<file path="config.mk">
export PLATFORM = sky130hd
export DESIGN_NAME = rmq_sqrt_step
export DESIGN_NICKNAME = d
export VERILOG_FILES = /design/src/rtl/rmq_pkg.sv /design/src/rtl/rmq_sqrt_step.sv
export SDC_FILE = /design/constraint.sdc
export NUM_CORES = 1
export LEC_CHECK = 0
export BUFFER_PORTS_ARGS = -buffer_cell sky130_fd_sc_hd__buf_2
export CORE_AREA = 2 2 59 61
export DETAILED_ROUTE_END_ITERATION = 10
export DIE_AREA = 0 0 61 63
export PLACE_DENSITY = 0.8
export SKIP_LAST_GASP = 1
export SLEW_MARGIN = 20
export SYNTH_ARGS = -nofsm -noshare
export SYNTH_HDL_FRONTEND = slang
export SYNTH_SLANG_ARGS = --single-unit
</file>
<file path="constraint.sdc">
create_clock -name vclk -period 2.2
set_clock_uncertainty 0.1 [all_clocks]
set_input_delay 0.11 -clock vclk [all_inputs]
set_output_delay 0.11 -clock vclk [all_outputs]
set_load 0.02 [all_outputs]
</file>
<file path="src/rtl/rmq_pkg.sv">
package rmq_pkg;

  localparam int DEF_FRAC_BITS = 14;
  // quotient bits of each off-diagonal divide; magnitudes never exceed 2^15
  localparam int QUO_BITS = 16;

  localparam logic [1:0] IDX_X = 2'd0;
  localparam logic [1:0] IDX_Y = 2'd1;
  localparam logic [1:0] IDX_Z = 2'd2;
  localparam logic [1:0] IDX_W = 2'd3;

  typedef struct packed {
    logic signed [15:0] m00;
    logic signed [15:0] m01;
    logic signed [15:0] m02;
    logic signed [15:0] m10;
    logic signed [15:0] m11;
    logic signed [15:0] m12;
    logic signed [15:0] m20;
    logic signed [15:0] m21;
    logic signed [15:0] m22;
  } mat_t;

  typedef struct packed {
    logic signed [15:0] qx;
    logic signed [15:0] qy;
    logic signed [15:0] qz;
    logic signed [15:0] qw;
  } quat_t;

  function automatic logic signed [15:0] sat17(input logic signed [16:0] v);
    logic signed [15:0] r;
    if (v > 17'sd32767) begin
      r = 16'sh7fff;
    end else if (v < -17'sd32768) begin
      r = -16'sh8000;
    end else begin
      r = v[15:0];
    end
    return r;
  endfunction

endpackage

</file>
<file path="src/rtl/rmq_sqrt_step.sv">
module rmq_sqrt_step import rmq_pkg::*; #(
  parameter int NB = 16
) (
  input  logic [NB+1:0] rem_i,
  input  logic [NB-1:0] root_i,
  input  logic [1:0]    pair,
  output logic [NB+1:0] rem_o,
  output logic [NB-1:0] root_o
);

  logic [NB+1:0] rem_t;
  logic [NB+1:0] trial;

  // one root digit: bring down two radicand bits, try (root*4 + 1)
  always_comb begin
    rem_t = {rem_i[NB-1:0], pair};
    trial = {root_i, 2'b01};
    if (rem_t >= trial) begin
      rem_o  = rem_t - trial;
      root_o = {root_i[NB-2:0], 1'b1};
    end else begin
      rem_o  = rem_t;
      root_o = {root_i[NB-2:0], 1'b0};
    end
  end

endmodule

</file>
# == Word level (Yosys, flattened, before mapping) ==
# Index checks and enable logic that the tools add are counted.
# classes
addsub,1
n_mul,0
div_mod_pow,0
n_lt_le_gt_ge,1
n_eq_ne,0
n_shift,0
mux,2
n_bitwise,0
n_reduce_logical,0
# op_table
operator,count
$ge 18x18->1,1
$mux 18,1
$sub 18x18->18,1
$mux 1,1
# word_totals
register_bits,0
latchBits,0
ramBits,0
romBits,0
input_bits,36
out_inout_bits,34
wordCells,4
mem_count,0

# == Longest topological paths before layout ==
# Gate-level depths: netlist (run 1).
# logic_depth
ltp_word,2
ltp_mapped,11
ltp_nobuf,9

# == Worst setup path before layout (run 1) ==
# OpenSTA, ideal clock, no wires.
# synth_timing
kind,input -> output
startpoint,in root_i[12]
endpoint,out rem_o[1]
arrival_ns,2.190
required_ns,1.990
slack_ns,-0.200
cell_stages,11
n_path_buf,2
path_cell_list,inv_1 > ha_1 > buf_2 > nand3_2 > or4_1 > a21oi_2 > a211oi_2 > o21a_4 > clkinv_4 > buf_12 > mux2i_1
# synth_between
elab_chain_len,2
# synth_rtl
item,line,rtl
start: declaration,rmq_sqrt_step.sv:5,"input logic [NB-1:0] root_i,"
$ge 18x18->1,rmq_sqrt_step.sv:18,if (rem_t >= trial) begin
$mux 18,rmq_sqrt_step.sv:18,
end: declaration,rmq_sqrt_step.sv:7,"output logic [NB+1:0] rem_o,"
# No other way between the ends.

# == Worst setup path in the final report (run 1) ==
# layout_timing
startpoint,in root_i[1]
endpoint,out rem_o[4]
# layout_between
elab_chain_len,2
elab_cells_between_ends,3
classes_between,add/sub (1); order compare (1); mux (1)
# layout_rtl
item,line
$sub 18x18->18 / $ge 18x18->1 (equally long branches),"rmq_sqrt_step.sv:19, rmq_sqrt_step.sv:18"
$mux 18 *,rmq_sqrt_step.sv:18
# Mark *: on every way between the ends. The rest lies on a longest branch, timed or not.

==> results of run 1 <==
cells in the mapped netlist, types with 2 or more instances:
cell type	n
nor2b_1	2
mux2_4	8
buf_4	15
clkbuf_2	2
nor3_1	3
inv_1	21
o21bai_1	2
a21o_1	4
mux2_2	3
xnor2_1	11
a21oi_2	2
o21a_1	3
nand3_1	2
buf_2	2
nor2_1	6
nand4_1	5
a211oi_1	2
mux2_1	2
nand2b_1	3
o21ai_0	10
nand2_1	12
a21oi_1	16
ha_1	18
xor2_1	4
o211ai_1	6
per-stage QoR:
stage / utilization / setup slack [ns]
floorplan: - / -0.0664
global placement: 0.633 / -0.264
detailed placement: 0.633 / -0.334
CTS: 0.719 / -0.125
global route: 0.765 / -0.268
finish: 0.765 / -0.208
layer usage:
layer,wire (um),track usage
met5,0,0
met4,181,0.0625
met3,226,0.0104
met2,2510,0.421
met1,1920,0.256
worst max path at each step:
stage	to	start	slack [ns]
2_1_floorplan	rem_o[10]	root_i[8]	-0.07
3_3_place_gp	rem_o[3]	root_i[8]	-0.26
3_5_place_dp	rem_o[6]	root_i[8]	-0.33
4_1_cts	rem_o[17]	root_i[6]	-0.12
5_1_grt	rem_o[4]	root_i[1]	-0.27
6_report	rem_o[4]	root_i[1]	-0.21
where the power goes:
group          internal, mW  switching, mW
Clock                     0              0
Sequential                0              0
Combinational         0.488          0.463
Total                 0.488          0.463
layout make-up:
class / count / area (um2) / area share
timing repair inverter: 1 / 8.76 / 0.00354
multi-input combinational: 140 / 1430 / 0.578
inverter: 22 / 120 / 0.0486
tap: 46 / 57.6 / 0.0233
timing repair buffer: 116 / 857 / 0.347
cell families (layout without fill, tap and decap cells):
group	count (synthesis)	count (layout)
simple gates	37	37
compound gates	56	56
mux	14	14
fa+ha+maj	18	18
buf+inv	42	139
xor+xnor	15	15
what timing repair did:
action	CTS	global route
pin swaps	17	3
setup endpoints to repair	19	18
cloned	0	1
resized for setup	45	30
setup buffers	3	2
==> results.cfg, run 1 <==
[synth]
syn_area_um2 = 1360
synth.mux.area_fraction = 0.137
ys_types = 43
yosysTopAreaCell = ha_1
synth_top_family_by_area = compound AO/OA/AOI/OAI gates
syn-num-nets = 236
synth_area_leaders = ha_1 17%, mux2_4 8.8%, buf_4 8.3%
synthSimpleGateAreaFrac = 0.137
synth-xor-area-share = 0.0965
synth_compound_area_frac = 0.288
synth_top_cell_area_share = 0.165
synthCells = 182
ys_warn_count = 0
ys_seq_area_frac = 0
yosys.area_share.adder = 0.165
syn_avg_cell_area_um2 = 7.48

[die]
die_x_um = 61
die_h_um = 63
rows = 21
pin_count = 70
die_area_um2 = 3840
placeableCoreArea_um2 = 3230
start_util = 0.421

[finish]
clockBufferCount = 0
final_cell_count_no_fill = 325
seq_area_um2 = 0
stdcell_area_um2 = 2470
layout_common_cells = 48 x buf_4, 47 x buf_2, 17 x buf_6, 14 x ha_4
drive_above_1_share = 0.627
area_delta_synth_final_pct = 81.6
diodes = 0
fin_nets = 335
n_sequential_cell = 0
final_common_cell = buf_4
fillers = 236

[pwr]
powerDensity_nw_per_um2 = 385
p_total_mw = 0.951
p_leak_nw = 1.16
vdd_drop_max_mv = 0.229

[critical_path]
cp.depth = 12
cp_max_fo = 8
cp.required_ns = 1.99
critPathKind = in2out
crit_family = compound AO/OA/AOI/OAI gates
cp.arrival_ns = 2.20
path_common_cell = buf_6
slowest_stage = mux2_1
cp_cell_sequence = buf_6, inv_2, ha_4, buf_6, o211ai_1, a21oi_2, o21a_1, a31oi_4, o21a_4, clkinv_8, mux2_1, buf_2
crit_path_max_incr_delay_ns = 0.34
end_kind = output port
crit_buf_inv = 5
critPathLaunchType = primary input

[timing]
min_period_ns = 2.41
tightest_slew_ns = 0.352
finalHoldViolations = 0
setup_viol = 17
fmax_mhz = 415
rsz0062_at_grt = yes
finalSetupTns_ns = -2.49
setup_slack_ns = -0.208
whs_ns = 0.340
slew_headroom = 0.763
fin_crit_sh = 1.09
slew_violations = 0

[hold_path]
holdPathEnd = root_o[2]
hold_path_depth = 2
min_path_type = in2out
hp-start = root_i[1]

[global_routing]
grt_pass1_vias = 1640
overflow = 0
grt_pass1_wl_um = 6910
antenna_found_initial = 0
grt_max_degree = 16
grt_usage = 0.222

[routing]
ant_nets = 0
wl_per_cell_um = 14.9
drc = 0
vias = 1786
wl_um = 4830
drtIter0Drc = 35
viasPerCell = 5.50
drt_pass1_iterations = 4

[status]
violations = setup timing
status = complete, but fails checks

[placement]
gp_congestion = 0.924
hpwl_um = 3420
portBuffers = 68
dp_cells = 319
dpl-instance-area_um2 = 2050

[job]
drv_cap = 0

[clock_tree]
postCtsHoldBufs = 0
(Power assumes the default switching activity.)
==> inputs of run 2 (changes only) <==
- SKIP_LAST_GASP: 1 -> unset
==> run 2 against run 1 <==
  * The run still ends with setup timing left
  * Critical path depth fell by 1
  * Cell count stayed put
  * Fmax grew 2.6%
  * Worst setup slack gained 0.061 ns
  * Via count fell by 2.1%
  * Design area increased by 0.20%
  * Combinational power about the same
  * Die area unchanged
  * Sequential share of layout area did not move
  * Non-clock buffer count unchanged
  * Clock-buffer cell count unchanged
  * Utilization rose by 0.15 points
  * Critical endpoint unchanged
  * Highest routed layer unchanged
==> results.cfg, run 2 (same netlist as run 1, synthesis figures left out) <==
[global_routing]
grt_pass1_wl_um = 6920
overflow = 0
grt_max_degree = 16
antenna_found_initial = 0
grt_usage = 0.221
grt_pass1_vias = 1649

[critical_path]
cp.arrival_ns = 2.14
crit_family = simple AND/OR/NAND/NOR gates
slowest_stage = or4_4
cp_max_fo = 8
crit_buf_inv = 4
critPathKind = in2out
critPathLaunchType = primary input
end_kind = output port
cp.required_ns = 1.99
crit_path_max_incr_delay_ns = 0.55
startpoint = root_i[1]
cp_cell_sequence = buf_6, inv_4, ha_4, nand4_1, or4_4, a21oi_2, a211oi_2, o21a_4, clkinv_8, mux2_1, buf_2

[routing]
drt_pass1_iterations = 4
wl_per_cell_um = 14.4
viasPerCell = 5.38
ant_nets = 0
drtIter0Drc = 43
drc = 0
vias = 1749
wl_um = 4670

[die]
start_util = 0.421
rows = 21
die_area_um2 = 3840
pin_count = 70
placeableCoreArea_um2 = 3230
die_x_um = 61
die_h_um = 63

[placement]
portBuffers = 68
dpl-instance-area_um2 = 2050
gp_congestion = 0.924
hpwl_um = 3420
place_ws_ns = -0.334

[timing]
fin_crit_sh = 1.07
tightest_slew_ns = 0.358
rsz0062_at_grt = yes
min_period_ns = 2.35
slew_violations = 0
slew_headroom = 0.759
fmax_mhz = 426
setup_viol = 17
finalHoldViolations = 0
setup_slack_ns = -0.147

[finish]
layout_common_cells = 48 x buf_4, 46 x buf_2, 18 x buf_6, 14 x ha_4
final_common_cell = buf_4
drive_above_1_share = 0.624
seq_area_um2 = 0
n_sequential_cell = 0
clockBufferCount = 0
diodes = 0
area_delta_synth_final_pct = 82.0
fin_nets = 335
stdcell_area_um2 = 2480

[status]
status = complete, but fails checks
violations = setup timing

[pwr]
p_leak_nw = 1.16
vdd_drop_max_mv = 0.219
powerDensity_nw_per_um2 = 384

[hold_path]
hp-start = root_i[5]
min_path_type = in2out

[job]
drv_cap = 0

[clock_tree]
postCtsHoldBufs = 0
run 2: cell counts in the layout (fill, tap and decap cells not counted):
No cell type changed its count.
run 2: cell type report:
cell class / instances / area (um2)
repair inverters: 1 / 8.76
fillers: 232 / 754
repair buffers: 116 / 863
inverters: 22 / 123
multi-input cells: 140 / 1430
well taps: 46 / 57.6
run 2: where the power goes:
part | leakage (nW) | switching, mW | internal (mW)
clock | 0 | 0 | 0
sequential | 0 | 0 | 0
combinational | 1.16 | 0.459 | 0.492
run 2: final timing paths:
kind              slack (ns)        end  cells past startpoint
hold / removal          0.35  root_o[6]                      2
setup / recovery       -0.15   rem_o[4]                     11
run 2: per-layer routing:
metal | GRT usage | wire length [um]
met1 | 0.261 | 1940
met3 | 0.00828 | 176
met5 | 0 | 0
met4 | 0.0625 | 153
met2 | 0.414 | 2390
run 2: metrics by stage:
step	cells	power, mW	utilization	hold slack (ns)	TNS, ns
2_1_floorplan	182	0.517	-	0.233	-0.565
3_3_place_gp	319	0.738	0.633	0.352	-3.74
3_5_place_dp	319	0.753	0.633	0.352	-5.06
4_1_cts	322	0.844	0.722	0.337	-1.46
5_1_grt	325	1.01	0.767	0.356	-2.86
6_report	325	0.951	0.767	0.346	-1.78
run 2: timing repair:
action,CTS,global route
resized for setup,48,29
pin swaps,17,5
gates cloned,0,1
buffers inserted,3,2
endpoints found under the setup margin,19,18
==> inputs of run 3 (changes only) <==
- BUFFER_PORTS_ARGS: -buffer_cell sky130_fd_sc_hd__buf_2 -> unset
- CORE_AREA: 2 2 59 61 -> 2 2 51 53
- DIE_AREA: 0 0 61 63 -> 0 0 53 55
- DONT_BUFFER_PORTS: unset -> 1
- PLACE_DENSITY: 0.8 -> 0.77
==> run 3 against run 2 <==
  * The flow still finishes with violations (setup timing)
  * Hold slack worse by 0.23 ns
  * Clock-buffer cell count stayed put
  * Sequential share of layout area unchanged
  * Combinational power is 26% lower
  * Non-clock buffer count fell by 72
  * Sequential cell count did not move
  * Total power fell by 26%
  * Cell count is 27% lower
  * Critical path depth shrank 1
  * Global-route usage up 3.4 points
==> results.cfg, run 3 (same netlist as run 1, synthesis figures left out) <==
[status]
status = complete, but fails checks
violations = setup timing

[placement]
place_ws_ns = -0.187
hpwl_um = 2990
gp_congestion = 0.995
portBuffers = 0

[timing]
min_period_ns = 2.24
fmax_mhz = 447
rsz0062_at_grt = yes
slew_headroom = 0.742
setup_viol = 9
fin_crit_sh = 1.02
finalSetupTns_ns = -0.230
setup_slack_ns = -0.0363
slew_violations = 0
tightest_slew_ns = 0.387
finalHoldViolations = 0

[die]
die_x_um = 53
die_h_um = 55
die_area_um2 = 2920
pin_count = 70
placeableCoreArea_um2 = 2360
start_util = 0.576
rows = 18

[global_routing]
met2_usage = 0.521
gr-usage-met1 = 0.278
grtUsageMet3 = 0.0215
grt_pass1_vias = 1310
antenna_found_initial = 0
grt_usage = 0.256
grt.busiest_layer = met2
overflow = 0
grt_max_degree = 9
grt_pass1_wl_um = 5610

[hold_path]
min_path_type = in2out
hold_path_depth = 0

[finish]
n_sequential_cell = 0
layout_common_cells = 43 x buf_4, 15 x a21oi_1, 14 x ha_4, 12 x inv_1, 12 x nand2_1
fillers = 152
clockBufferCount = 0
fin_nets = 262
utilization = 0.784
diodes = 0
multi_input_area_um2 = 1340
seq_area_um2 = 0
area_delta_synth_final_pct = 36.1
drive_above_1_share = 0.451
final_common_cell = buf_4

[pwr]
vdd_drop_max_mv = 0.274
p_total_mw = 0.704
powerDensity_nw_per_um2 = 380
p_leak_nw = 0.780

[critical_path]
cp.arrival_ns = 2.03
crit_buf_inv = 3
critPathKind = in2out
crit_path_max_incr_delay_ns = 0.57
cp_cell_sequence = inv_8, ha_4, nand4_1, or4_4, a21oi_4, a211oi_2, o21a_4, clkinv_8, buf_12, mux2_4
end_kind = output port
critPathLaunchType = primary input
cp.required_ns = 1.99
cp.depth = 10
crit_family = simple AND/OR/NAND/NOR gates
slowest_stage = or4_4
cp_max_fo = 8

[routing]
vias = 1432
drt_pass1_iterations = 4
drtIter0Drc = 31
wl_per_cell_um = 17.0
drc = 0
viasPerCell = 6.07
ant_nets = 0
wl_um = 4010

[job]
drv_cap = 0
==> run 3: changes by cell type in the layout (fill, tap and decap cells not counted), sizes merged <==
cell / delta
buf: -72
inv: -1
==> run 3: final timing paths <==
path,startpoint,endpoint
max,root_i[2],rem_o[13]
min,root_i[10],root_o[11]
==> run 3: metrics by stage <==
stage	instances	hold WS [ns]	area (um2)
6_report	236	0.120	1850
5_1_grt	236	0.120	1850
4_1_cts	233	0.120	1810
3_5_place_dp	231	0.120	1660
3_3_place_gp	231	0.120	1660
2_1_floorplan	182	0.233	1490
==> run 3: what timing repair did <==
| item | in CTS | in global routing |
|---|---|---|
| endpoints found under the hold margin | 0 | 0 |
| pin swaps | 14 | 1 |
| endpoints found under the setup margin | 15 | 16 |
| hold buffers | 0 | 0 |
| gates resized for setup | 20 | 11 |
| buffers inserted | 2 | 3 |
==> run 3: where the power goes <==
part / leakage [nW] / switching [mW] / total (mW) / internal (mW)
Combinational: 0.780 / 0.355 / 0.704 / 0.349
Sequential: 0 / 0 / 0 / 0
Clock: 0 / 0 / 0 / 0
==> run 3: per-layer routing <==
metal / wire length [um] / vias to the layer above / share of wire
met5: 0 / - / 0
met4: 100 / 0 / 0.025
met3: 174 / 12 / 0.043
met2: 2210 / 67 / 0.55
met1: 1530 / 666 / 0.38
li1: - / 687 / -
==> run 3: area by class of cell <==
type	count	share of cell area
multi-input cells	140	0.723
repair buffers	44	0.185
inverters	22	0.0716
well taps	30	0.0203
