==> src/rtl/rmq_pkg.sv <==
package rmq_pkg;

  localparam int DEF_FRAC_BITS = 14;
  // quotient bits of each off-diagonal divide; magnitudes never exceed 2^15
  localparam int QUO_BITS = 16;

  localparam logic [1:0] IDX_X = 2'd0;
  localparam logic [1:0] IDX_Y = 2'd1;
  localparam logic [1:0] IDX_Z = 2'd2;
  localparam logic [1:0] IDX_W = 2'd3;

  typedef struct packed {
    logic signed [15:0] m00;
    logic signed [15:0] m01;
    logic signed [15:0] m02;
    logic signed [15:0] m10;
    logic signed [15:0] m11;
    logic signed [15:0] m12;
    logic signed [15:0] m20;
    logic signed [15:0] m21;
    logic signed [15:0] m22;
  } mat_t;

  typedef struct packed {
    logic signed [15:0] qx;
    logic signed [15:0] qy;
    logic signed [15:0] qz;
    logic signed [15:0] qw;
  } quat_t;

  function automatic logic signed [15:0] sat17(input logic signed [16:0] v);
    logic signed [15:0] r;
    if (v > 17'sd32767) begin
      r = 16'sh7fff;
    end else if (v < -17'sd32768) begin
      r = -16'sh8000;
    end else begin
      r = v[15:0];
    end
    return r;
  endfunction

endpackage

==> src/rtl/rmq_div_step.sv <==
module rmq_div_step import rmq_pkg::*; #(
  parameter int XW = 44,
  parameter int DW = 18,
  parameter int SH = 0
) (
  input  logic [XW-1:0] rem_i,
  input  logic [DW-1:0] den,
  output logic [XW-1:0] rem_o,
  output logic          qbit
);

  logic [XW-1:0] dsh;

  // restoring step for quotient bit SH
  always_comb begin
    dsh = {{(XW-DW){1'b0}}, den} << SH;
    qbit = (rem_i >= dsh);
    rem_o = qbit ? rem_i - dsh : rem_i;
  end

endmodule

==> config.mk <==
export PLATFORM = sky130hd
export DESIGN_NAME = rmq_div_step
export DESIGN_NICKNAME = d
export VERILOG_FILES = /design/src/rtl/rmq_pkg.sv /design/src/rtl/rmq_div_step.sv
export SDC_FILE = /design/constraint.sdc
export NUM_CORES = 1
export LEC_CHECK = 0
export BUFFER_PORTS_ARGS = -buffer_cell sky130_fd_sc_hd__buf_4
export CORE_AREA = 5 5 73 75
export DETAILED_ROUTE_END_ITERATION = 10
export DIE_AREA = 0 0 78 80
export GPL_TIMING_DRIVEN = 1
export PLACE_DENSITY_LB_ADDON = 0.15
export SYNTH_ARGS = -nofsm -noshare
export SYNTH_HDL_FRONTEND = slang
export SYNTH_SLANG_ARGS = --single-unit
==> constraint.sdc <==
create_clock -name vclk -period 2.9
set_clock_uncertainty 0.15 [all_clocks]
set_input_delay 0.29 -clock vclk [all_inputs]
set_output_delay 0.29 -clock vclk [all_outputs]
set_load 0.01 [all_outputs]
Word-level counts from Yosys, hierarchy flattened
Cells that the tools add are included.
- flip-flop bits (word level): 0
- input port bits: 62
- output and inout bits: 45
- word-level logic and storage cells: 3
- add/subtract/negate cells: 1
- magnitude comparators: 1
- multiplexer cells: 1
- operator list (operator ; number):
    $ge A44 B18 Y1 ; 1
    $mux W44 ; 1
    $sub A44 B18 Y44 ; 1

Longest topological paths before layout
Gate-level depths: netlist of run 1.
- depth after elaboration: 2
- gate-level depth with buffers: 12
- depth with buffers taken out: 10

Least setup slack after synthesis of run 1
No wires, ideal clock.
- path kind: input -> output
- from: input port rem_i[0]
- to: output port rem_o[33]
- arrival time: 2.507 ns
- required time: 2.460 ns
- slack: -0.047 ns
- stages: 11
- path buffers: 1
- cell sequence: inv_1 -> ha_1 -> fa_1 -> nand2b_1 -> a211oi_1 -> o311ai_0 -> nor3b_1 -> and2_4 -> buf_6 -> a2111oi_4 -> xor2_1
- longest elaborated chain between the ends: 2
- elaborated cells on any way between the ends: 3
- classes of those cells: add/sub (1); order compare (1); mux (1)
- ends and longest elaborated chain (what ; line ; text):
    from (decl) ; rmq_div_step.sv:6 ; input logic [XW-1:0] rem_i,
    $sub A44 B18 Y44 / $ge A44 B18 Y1 (equally long branches) ; rmq_div_step.sv:18, rmq_div_step.sv:17 ;
    $mux W44 (*) ; rmq_div_step.sv:18 ; rem_o = qbit ? rem_i - dsh : rem_i;
    to (decl) ; rmq_div_step.sv:8 ; output logic [XW-1:0] rem_o,
Mark *: on every way between the ends. The rest lies on a longest branch, timed or not.

Worst setup path in the final report of run 1
- from: input port den[5]
- to: output port rem_o[22]
- longest elaborated chain between the ends: 2
- elaborated cells on any way between the ends: 3
- classes of those cells: add/sub (1); order compare (1); mux (1)
- ends and longest elaborated chain (what ; line ; text):
    from (decl) ; rmq_div_step.sv:7 ; input logic [DW-1:0] den,
    $sub A44 B18 Y44 / $ge A44 B18 Y1 (equally long branches) ; rmq_div_step.sv:18, rmq_div_step.sv:17 ;
    $mux W44 (*) ; rmq_div_step.sv:18 ;
Marks and branches as above.

==> results of run 1 <==
## synth_stat cells (2+ instances only)
master     count
xor2_1        10
or4_1          2
nand3_1        7
nand4_1       11
o2111ai_1      2
a211oi_1       5
and2_1         2
buf_2          3
nand4b_1       4
o211ai_1       5
mux2_2         2
ha_1          18
o21bai_1       2
o31ai_1        2
o21a_1         3
o21ai_0       23
a21oi_1       15
inv_1         24
and3_1         2
nor3_1         9
xnor2_1       28
o211a_1        2
or3_1          4
nor2_1        17
nand2_1       30
nand2b_1       5
nor4_1         4
a21o_1         7
## worst paths after layout
check / cells past startpoint / slack [ns] / end / startpoint
hold / removal: 3 / 0.71 / rem_o[41] / rem_i[41]
setup / recovery: 11 / -0.20 / rem_o[22] / den[5]
## per-stage QoR
stage / TNS, ns / hold slack [ns]
6_report: -1.51 / 0.713
4_1_cts: -0.148 / 0.715
3_3_place_gp: -4.49 / 0.710
5_1_grt: -5.40 / 0.716
3_5_place_dp: -5.11 / 0.715
2_1_floorplan: 0 / 0.506
## cell families (layout without fill, tap and decap cells)
family / Yosys count / count (layout) / synth area share (%)
AND/OR/NAND/NOR: 109 / 110 / 33.0
AO/OA/AOI/OAI: 77 / 77 / 27.7
XOR/XNOR: 38 / 38 / 17.7
buffers and inverters: 33 / 213 / 7.44
adder cells (fa/ha/maj): 19 / 19 / 13.0
multiplexers: 2 / 2 / 1.20
## layer usage
| layer | global-route usage (%) | share of wire [%] | vias to the layer above |
|---|---|---|---|
| met5 | 0 | 0 | - |
| met4 | 2.03 | 1.9 | 0 |
| met3 | 3.50 | 7.5 | 18 |
| met2 | 44.1 | 53 | 132 |
| met1 | 28.3 | 38 | 1347 |
| li1 | - | - | 1384 |
## cell type report
| type | count | area share [%] |
|---|---|---|
| inverter | 25 | 2.68 |
| multi-input combinational | 246 | 56.2 |
| tap | 54 | 1.79 |
| timing repair buffer | 188 | 39.3 |
## layout by cell type (no fill, tap or decap), types with 4 or more instances in the layout
master / n
nor4_1: 4
nand2_4: 4
ha_4: 8
nor2_2: 4
a21oi_1: 13
o21ai_0: 17
inv_1: 19
o211ai_1: 5
nand4b_1: 4
a21o_1: 7
nand2b_1: 4
buf_6: 9
o21ai_1: 4
buf_4: 175
xor2_1: 10
xnor2_1: 22
xnor2_2: 6
nand2_1: 24
nor2_1: 13
ha_1: 10
nand4_1: 11
nor3_1: 8
## power groups by stage
| stage | Sequential (mW) | Clock (mW) | Combinational, mW |
|---|---|---|---|
| after floorplan | 0 | 0 | 0.279 |
| after global placement | 0 | 0 | 0.600 |
| after detailed placement | 0 | 0 | 0.609 |
| after CTS | 0 | 0 | 0.653 |
| after global routing | 0 | 0 | 0.768 |
| final | 0 | 0 | 0.711 |
## repair_timing
action,in CTS,in global routing
gates cloned,3,0
pin swaps,23,32
hold endpoints to repair,0,0
setup endpoints to repair,43,45
setup buffers,3,4
resized for setup,49,44
==> flow_summary.toml, run 1 <==
[outcome]
status = "finished, violations left"
violations = "negative setup slack"

[power_and_ir_drop]
total_power_mw = 0.711
p_int_mw = 0.381
pwr-share-comb_pct = 100.0
power_density_nw_per_um2 = 188
p_leak_nw = 1.71
power_switching_mw = 0.330
vdd_drop_max_mv = 0.146
p_clk_share_pct = 0
seqPwrFrac_pct = 0
switching_share_pct = 46.4

[cells_and_area]
n_sequential_cell = 0
clockBufferCount = 0
fillCellCount = 312
fin_util_pct = 82.2
final_cells = 513
nNetsFinal = 542
seqCellArea_um2 = 0
drive_gt1_share_pct = 56.0
antenna_cells = 0
multiInputGateArea_um2 = 2120
fin_area_um2 = 3780
syn_to_final_growth_pct = 101

[setup_path]
cp.arrival_ns = 2.66
worst_path_most_repeated_cell = "buf_6"
required_ns = 2.46
worst-path-buf-inv = 4
max_stage_delay_ns = 0.54
crit_family = "simple AND/OR/NAND/NOR gates"
crit_chain = "buf_6 > inv_4 > ha_4 > nand4_1 > or4_4 > o211a_4 > a32oi_4 > buf_6 > nand4b_1 > xnor2_1 > buf_4"
cp_max_fo = 5
startpoint_type = "input pin"
worst_setup_path_end_kind = "primary output"
crit_slowest_cell = "or4_4"
worstSetupPathType = "input pin to primary output"

[synth]
synth_top_area_cell = "xnor2_1"
synth_top_area_share_pct = 13.0
synth_cells = 278
avgSynthCellArea_um2 = 6.77
synthTopCellsByArea = "xnor2_1 (13%), ha_1 (12%), o21ai_0 (6.1%)"
yosysUniqueCellTypes = 58
syn_area_um2 = 1880
syn_nets = 359
yosysWarnings = 0
yosysSeqAreaShare_pct = 0

[drt]
drt-initial-drc-count = 115
num_vias = 2881
wl_per_cell_um = 16.0
antenna_left = 0
drc_errors = 0
viasPerCell = 5.62
wirelength_mm = 8.23
dr.pass1.iters = 4

[place]
dpl_cell_area_um2 = 3250
dpl.hpwl_mm = 5.97
gp_congestion = 0.882
dpl.cell_count = 503
pre_cts_ws_ns = -0.193
io_buffers = 107

[floorplanning]
dieWidth_um = 78
coreArea_um2 = 4600
rows = 25
die_y_um = 80
dieArea_um2 = 6240
start_util_pct = 41.0
ioPinCount = 107

[sta]
rsz0062_at_grt = "yes"
worstMarginPinSlew_ns = 0.669
setup_viol = 39
hold_viol = 0
max_slew_margin_pct = 55.3
setup_ws_ns = -0.203
layout_min_cycle_time_ns = 3.10
report.final.slew_viol_count = 0
max_clock_freq_mhz = 322
fin_crit_sh_pct = 107

[global_routing]
overflow = 0
antenna_found_initial = 0
grt_first_pass_wirelength_mm = 12.6
grt_usage_pct = 23.2
grt_max_degree = 15
grt_pass1_vias = 2805

[run]
drv_cap = 0

[worst_hold_path]
hold_path.class = "input pin to primary output"

[clock_tree]
cts-hold-fix-buffers = 0
Note: power is estimated with default switching activity, not from simulation.
==> run 2: changes to the inputs <==
--- a/config.mk
+++ b/config.mk
@@ -10,7 +10,7 @@
 export DETAILED_ROUTE_END_ITERATION = 10
 export DIE_AREA = 0 0 78 80
 export GPL_TIMING_DRIVEN = 1
-export PLACE_DENSITY_LB_ADDON = 0.15
+export PLACE_DENSITY = 0.79
 export SYNTH_ARGS = -nofsm -noshare
 export SYNTH_HDL_FRONTEND = slang
 export SYNTH_SLANG_ARGS = --single-unit
==> run 2 against run 1 <==
  * The flow still finishes with violations (negative setup slack)
  * Core utilization up 0.65 points
  * Via count grew 10%
  * Power up 6.0%
  * Final area rose by 0.79%
  * Global-route usage grew 2.3 points
  * Sequential share of layout area unchanged
==> flow_summary.toml, run 2 (synthesis gave the netlist of run 1 again) <==
[cells_and_area]
final_common_cell = "buf_4"
syn_to_final_growth_pct = 102
final_cells = 518
seqCellArea_um2 = 0
nNetsFinal = 547
fillCellCount = 266
fin_area_um2 = 3810
clockBufferCount = 0
drive_gt1_share_pct = 56.5
antenna_cells = 0
fin_util_pct = 82.9
final_cell_mix = "buf_4 (181), nand2_1 (27), inv_1 (23), xnor2_1 (21), nor2_1 (15)"
multiInputGateArea_um2 = 2130
n_sequential_cell = 0

[setup_path]
worst-path-buf-inv = 4
crit_slowest_cell = "or4_4"
cp.arrival_ns = 2.68
required_ns = 2.46
max_stage_delay_ns = 0.51
crit_chain = "buf_6 > or3_4 > nand2b_4 > or4_4 > o211a_4 > buf_12 > a21oi_4 > buf_6 > nand4_1 > xnor2_1 > buf_4"
crit_family = "simple AND/OR/NAND/NOR gates"
worst_setup_path_end_kind = "primary output"
cp_max_fo = 5
startpoint_type = "input pin"
worst_path_most_repeated_cell = "buf_6"
worstSetupPathType = "input pin to primary output"

[sta]
layout_min_cycle_time_ns = 3.12
max_clock_freq_mhz = 321
setup_viol = 42
worstMarginPinSlew_ns = 0.788
max_slew_margin_pct = 47.1
rsz0062_at_grt = "yes"
hold_viol = 0
setup_ws_ns = -0.219
report.final.slew_viol_count = 0
fin_crit_sh_pct = 108

[global_routing]
grt_max_degree = 17
grt_pass1_vias = 3095
grt_first_pass_wirelength_mm = 13.5
grt_usage_pct = 25.5
overflow = 0
antenna_found_initial = 0

[floorplanning]
start_util_pct = 41.0
dieWidth_um = 78
die_y_um = 80
dieArea_um2 = 6240
ioPinCount = 107
rows = 25
coreArea_um2 = 4600

[drt]
dr.pass1.iters = 4
viasPerCell = 6.13
drc_errors = 0
met3_length_um = 724
antenna_left = 0
wl_met2_mm = 5.24
wl_per_cell_um = 19.3
wirelength_mm = 10.0
route.top_layer_used = "met4"
wirelength_met1_mm = 3.58
drt-initial-drc-count = 254
num_vias = 3173

[outcome]
violations = "negative setup slack"
status = "finished, violations left"

[power_and_ir_drop]
power_density_nw_per_um2 = 198
vdd_drop_max_mv = 0.145
total_power_mw = 0.754
p_leak_nw = 1.76

[place]
dpl.cell_count = 501
pre_cts_ws_ns = -0.252
dpl_cell_area_um2 = 3240
io_buffers = 107
dpl.hpwl_mm = 6.22
gp_congestion = 0.893

[worst_hold_path]
hold_path.class = "input pin to primary output"

[run]
drv_cap = 0
[run 2: layer usage]
metal	track usage (%)	vias up
met5	0	-
li1	-	1398
met3	3.84	57
met2	50.3	189
met1	26.8	1529
met4	9.12	0
[run 2: final timing paths]
path  startpoint         to  slack [ns]  depth (start not counted)
max    rem_i[29]  rem_o[43]       -0.22                         11
min    rem_i[41]  rem_o[41]        0.71                          3
[run 2: cell type report]
cell class	instances	share of cell area (%)
tap	54	1.77
inverter	25	2.53
timing repair buffer	193	39.8
multi-input combinational	246	55.9
[run 2: per-stage QoR]
stage / setup TNS, ns / hold slack (ns)
finish: -4.66 / 0.714
global route: -7.94 / 0.735
CTS: -1.70 / 0.717
detailed placement: -7.16 / 0.717
global placement: -5.71 / 0.712
floorplan: 0 / 0.506
[run 2: tightest hold or removal path: cells and delay by family]
kind                      cells  cell delay, ns
xor gates and xnor gates      1            0.05
buffers and inverters         2            0.22
[run 2: where the power goes]
group | total, mW | switching (mW) | internal (mW) | leakage (nW)
clock network | 0 | 0 | 0 | 0
logic | 0.754 | 0.363 | 0.391 | 1.76
registers | 0 | 0 | 0 | 0
total | 0.754 | 0.363 | 0.391 | 1.76
[run 2: repair_timing]
| action | 4_1_cts | 5_1_grt |
|---|---|---|
| resized for setup | 65 | 32 |
| setup buffers | 6 | 10 |
| cloned | 1 | 0 |
| pin swaps | 34 | 29 |
| setup endpoints to repair | 45 | 45 |
| hold buffers | 0 | 0 |
==> run 3: changes to the inputs <==
--- a/config.mk
+++ b/config.mk
@@ -10,7 +10,7 @@
 export DETAILED_ROUTE_END_ITERATION = 10
 export DIE_AREA = 0 0 78 80
 export GPL_TIMING_DRIVEN = 1
-export PLACE_DENSITY = 0.79
+export PLACE_DENSITY = 0.88
 export SYNTH_ARGS = -nofsm -noshare
 export SYNTH_HDL_FRONTEND = slang
 export SYNTH_SLANG_ARGS = --single-unit
==> run 3 against run 2 <==
  * The run still ends with negative setup slack left
  * Setup slack improved by 0.025 ns
  * Final area is 2.2% lower
  * Die area stayed put
  * Sequential share of layout area stayed put
  * Flip-flop and latch count did not move
  * Core utilization fell by 1.9 points
  * Routed wire length down 5.0%
  * Non-clock buffer count is 7 lower
  * Critical path depth unchanged
  * Critical endpoint is now rem_o[30]
  * Highest routed layer unchanged
==> flow_summary.toml, run 3 (synthesis gave the netlist of run 1 again) <==
[place]
dpl.hpwl_mm = 6.29
io_buffers = 107
gp_congestion = 0.922

[sta]
worstMarginPinSlew_ns = 0.691
setup_viol = 40
max_clock_freq_mhz = 323
hold_viol = 0
max_slew_margin_pct = 53.6
report.final.slew_viol_count = 0
rsz0062_at_grt = "yes"
fin_crit_sh_pct = 107
setup_ws_ns = -0.194
layout_min_cycle_time_ns = 3.09
tns_ns = -3.94

[global_routing]
grt_pass1_vias = 3049
overflow = 0
antenna_found_initial = 0
grt_max_degree = 15
grt_first_pass_wirelength_mm = 14.0
grt_usage_pct = 26.6

[worst_hold_path]
hold_path.class = "input pin to primary output"

[setup_path]
crit_slowest_cell = "or4_4"
cp.arrival_ns = 2.65
max_stage_delay_ns = 0.55
worstSetupPathType = "input pin to primary output"
worst_path_most_repeated_cell = "buf_4"
required_ns = 2.46
crit_family = "simple AND/OR/NAND/NOR gates"
crit_chain = "buf_4 > inv_1 > ha_4 > nand4_1 > or4_4 > o211a_4 > a32oi_2 > buf_6 > and4bb_2 > xor2_1 > buf_4"
startpoint_type = "input pin"
worst_setup_path_end_kind = "primary output"
cp_max_fo = 5
worst-path-buf-inv = 4

[drt]
drc_errors = 0
dr.pass1.iters = 5
wirelength_mm = 9.51
antenna_left = 0
drt-initial-drc-count = 275
num_vias = 3047
wl_per_cell_um = 18.6
viasPerCell = 5.96

[floorplanning]
coreArea_um2 = 4600
start_util_pct = 41.0
rows = 25
dieWidth_um = 78
dieArea_um2 = 6240
ioPinCount = 107
die_y_um = 80

[outcome]
status = "finished, violations left"
violations = "negative setup slack"

[cells_and_area]
clockBufferCount = 0
fin_util_pct = 81.0
drive_gt1_share_pct = 54.3
multiInputGateArea_um2 = 2070
final_common_cell = "buf_4"
syn_to_final_growth_pct = 97.9
seqCellArea_um2 = 0
final_cell_mix = "buf_4 (169), nand2_1 (27), xnor2_1 (26), inv_1 (19), o21ai_0 (18)"
fillCellCount = 260
n_sequential_cell = 0
nNetsFinal = 540
antenna_cells = 0

[run]
drv_cap = 0

[power_and_ir_drop]
vdd_drop_max_mv = 0.124
power_density_nw_per_um2 = 197
p_leak_nw = 1.69

[clock_tree]
cts-hold-fix-buffers = 0
[run 3: cell types whose count changed in the layout (fill, tap and decap cells not counted), sizes merged]
| cell | change |
|---|---|
| buf | -8 |
| clkbuf | +1 |
[run 3: final cells by class]
type               instances  area share, %
repair buffers           186           39.9
inverters                 25           2.72
multi-input cells        246           55.5
well taps                 54           1.81
[run 3: metrics by stage]
step           cell area [um^2]  power [mW]  hold WS (ns)  setup WS, ns  cells
2_1_floorplan              1890       0.279         0.506        0.0222    278
3_3_place_gp               3240       0.600         0.711        -0.201    501
3_5_place_dp               3240       0.618         0.713        -0.299    501
4_1_cts                    3610       0.683         0.715       -0.0895    509
5_1_grt                    3730       0.778         0.729        -0.304    511
6_report                   3730       0.733         0.724        -0.194    511
[run 3: where the power goes]
group / switching (mW) / internal, mW
clock network: 0 / 0
registers: 0 / 0
logic: 0.348 / 0.385
total: 0.348 / 0.385
[run 3: final timing paths]
kind | startpoint | endpoint | slack (ns) | depth (start not counted)
worst max-delay path | den[7] | rem_o[30] | -0.19 | 11
worst min-delay path | rem_i[41] | rem_o[41] | 0.72 | 3
[run 3: metal layers]
layer,vias up,routed length (um),GRT usage [%]
met3,45,813,3.39
li1,1376,-,-
met2,221,4890,51.0
met1,1405,3400,29.4
met5,-,0,0
met4,0,404,9.80
[run 3: tightest hold or removal path, cell delays in order]
cell and delay, ns:
buf_4 0.09, xnor2_1 0.06, buf_4 0.14
[run 3: timing repair]
item,CTS,global route
resized for setup,66,22
cloned,3,1
buffers inserted,5,1
setup endpoints to repair,43,45
pin swaps,30,13
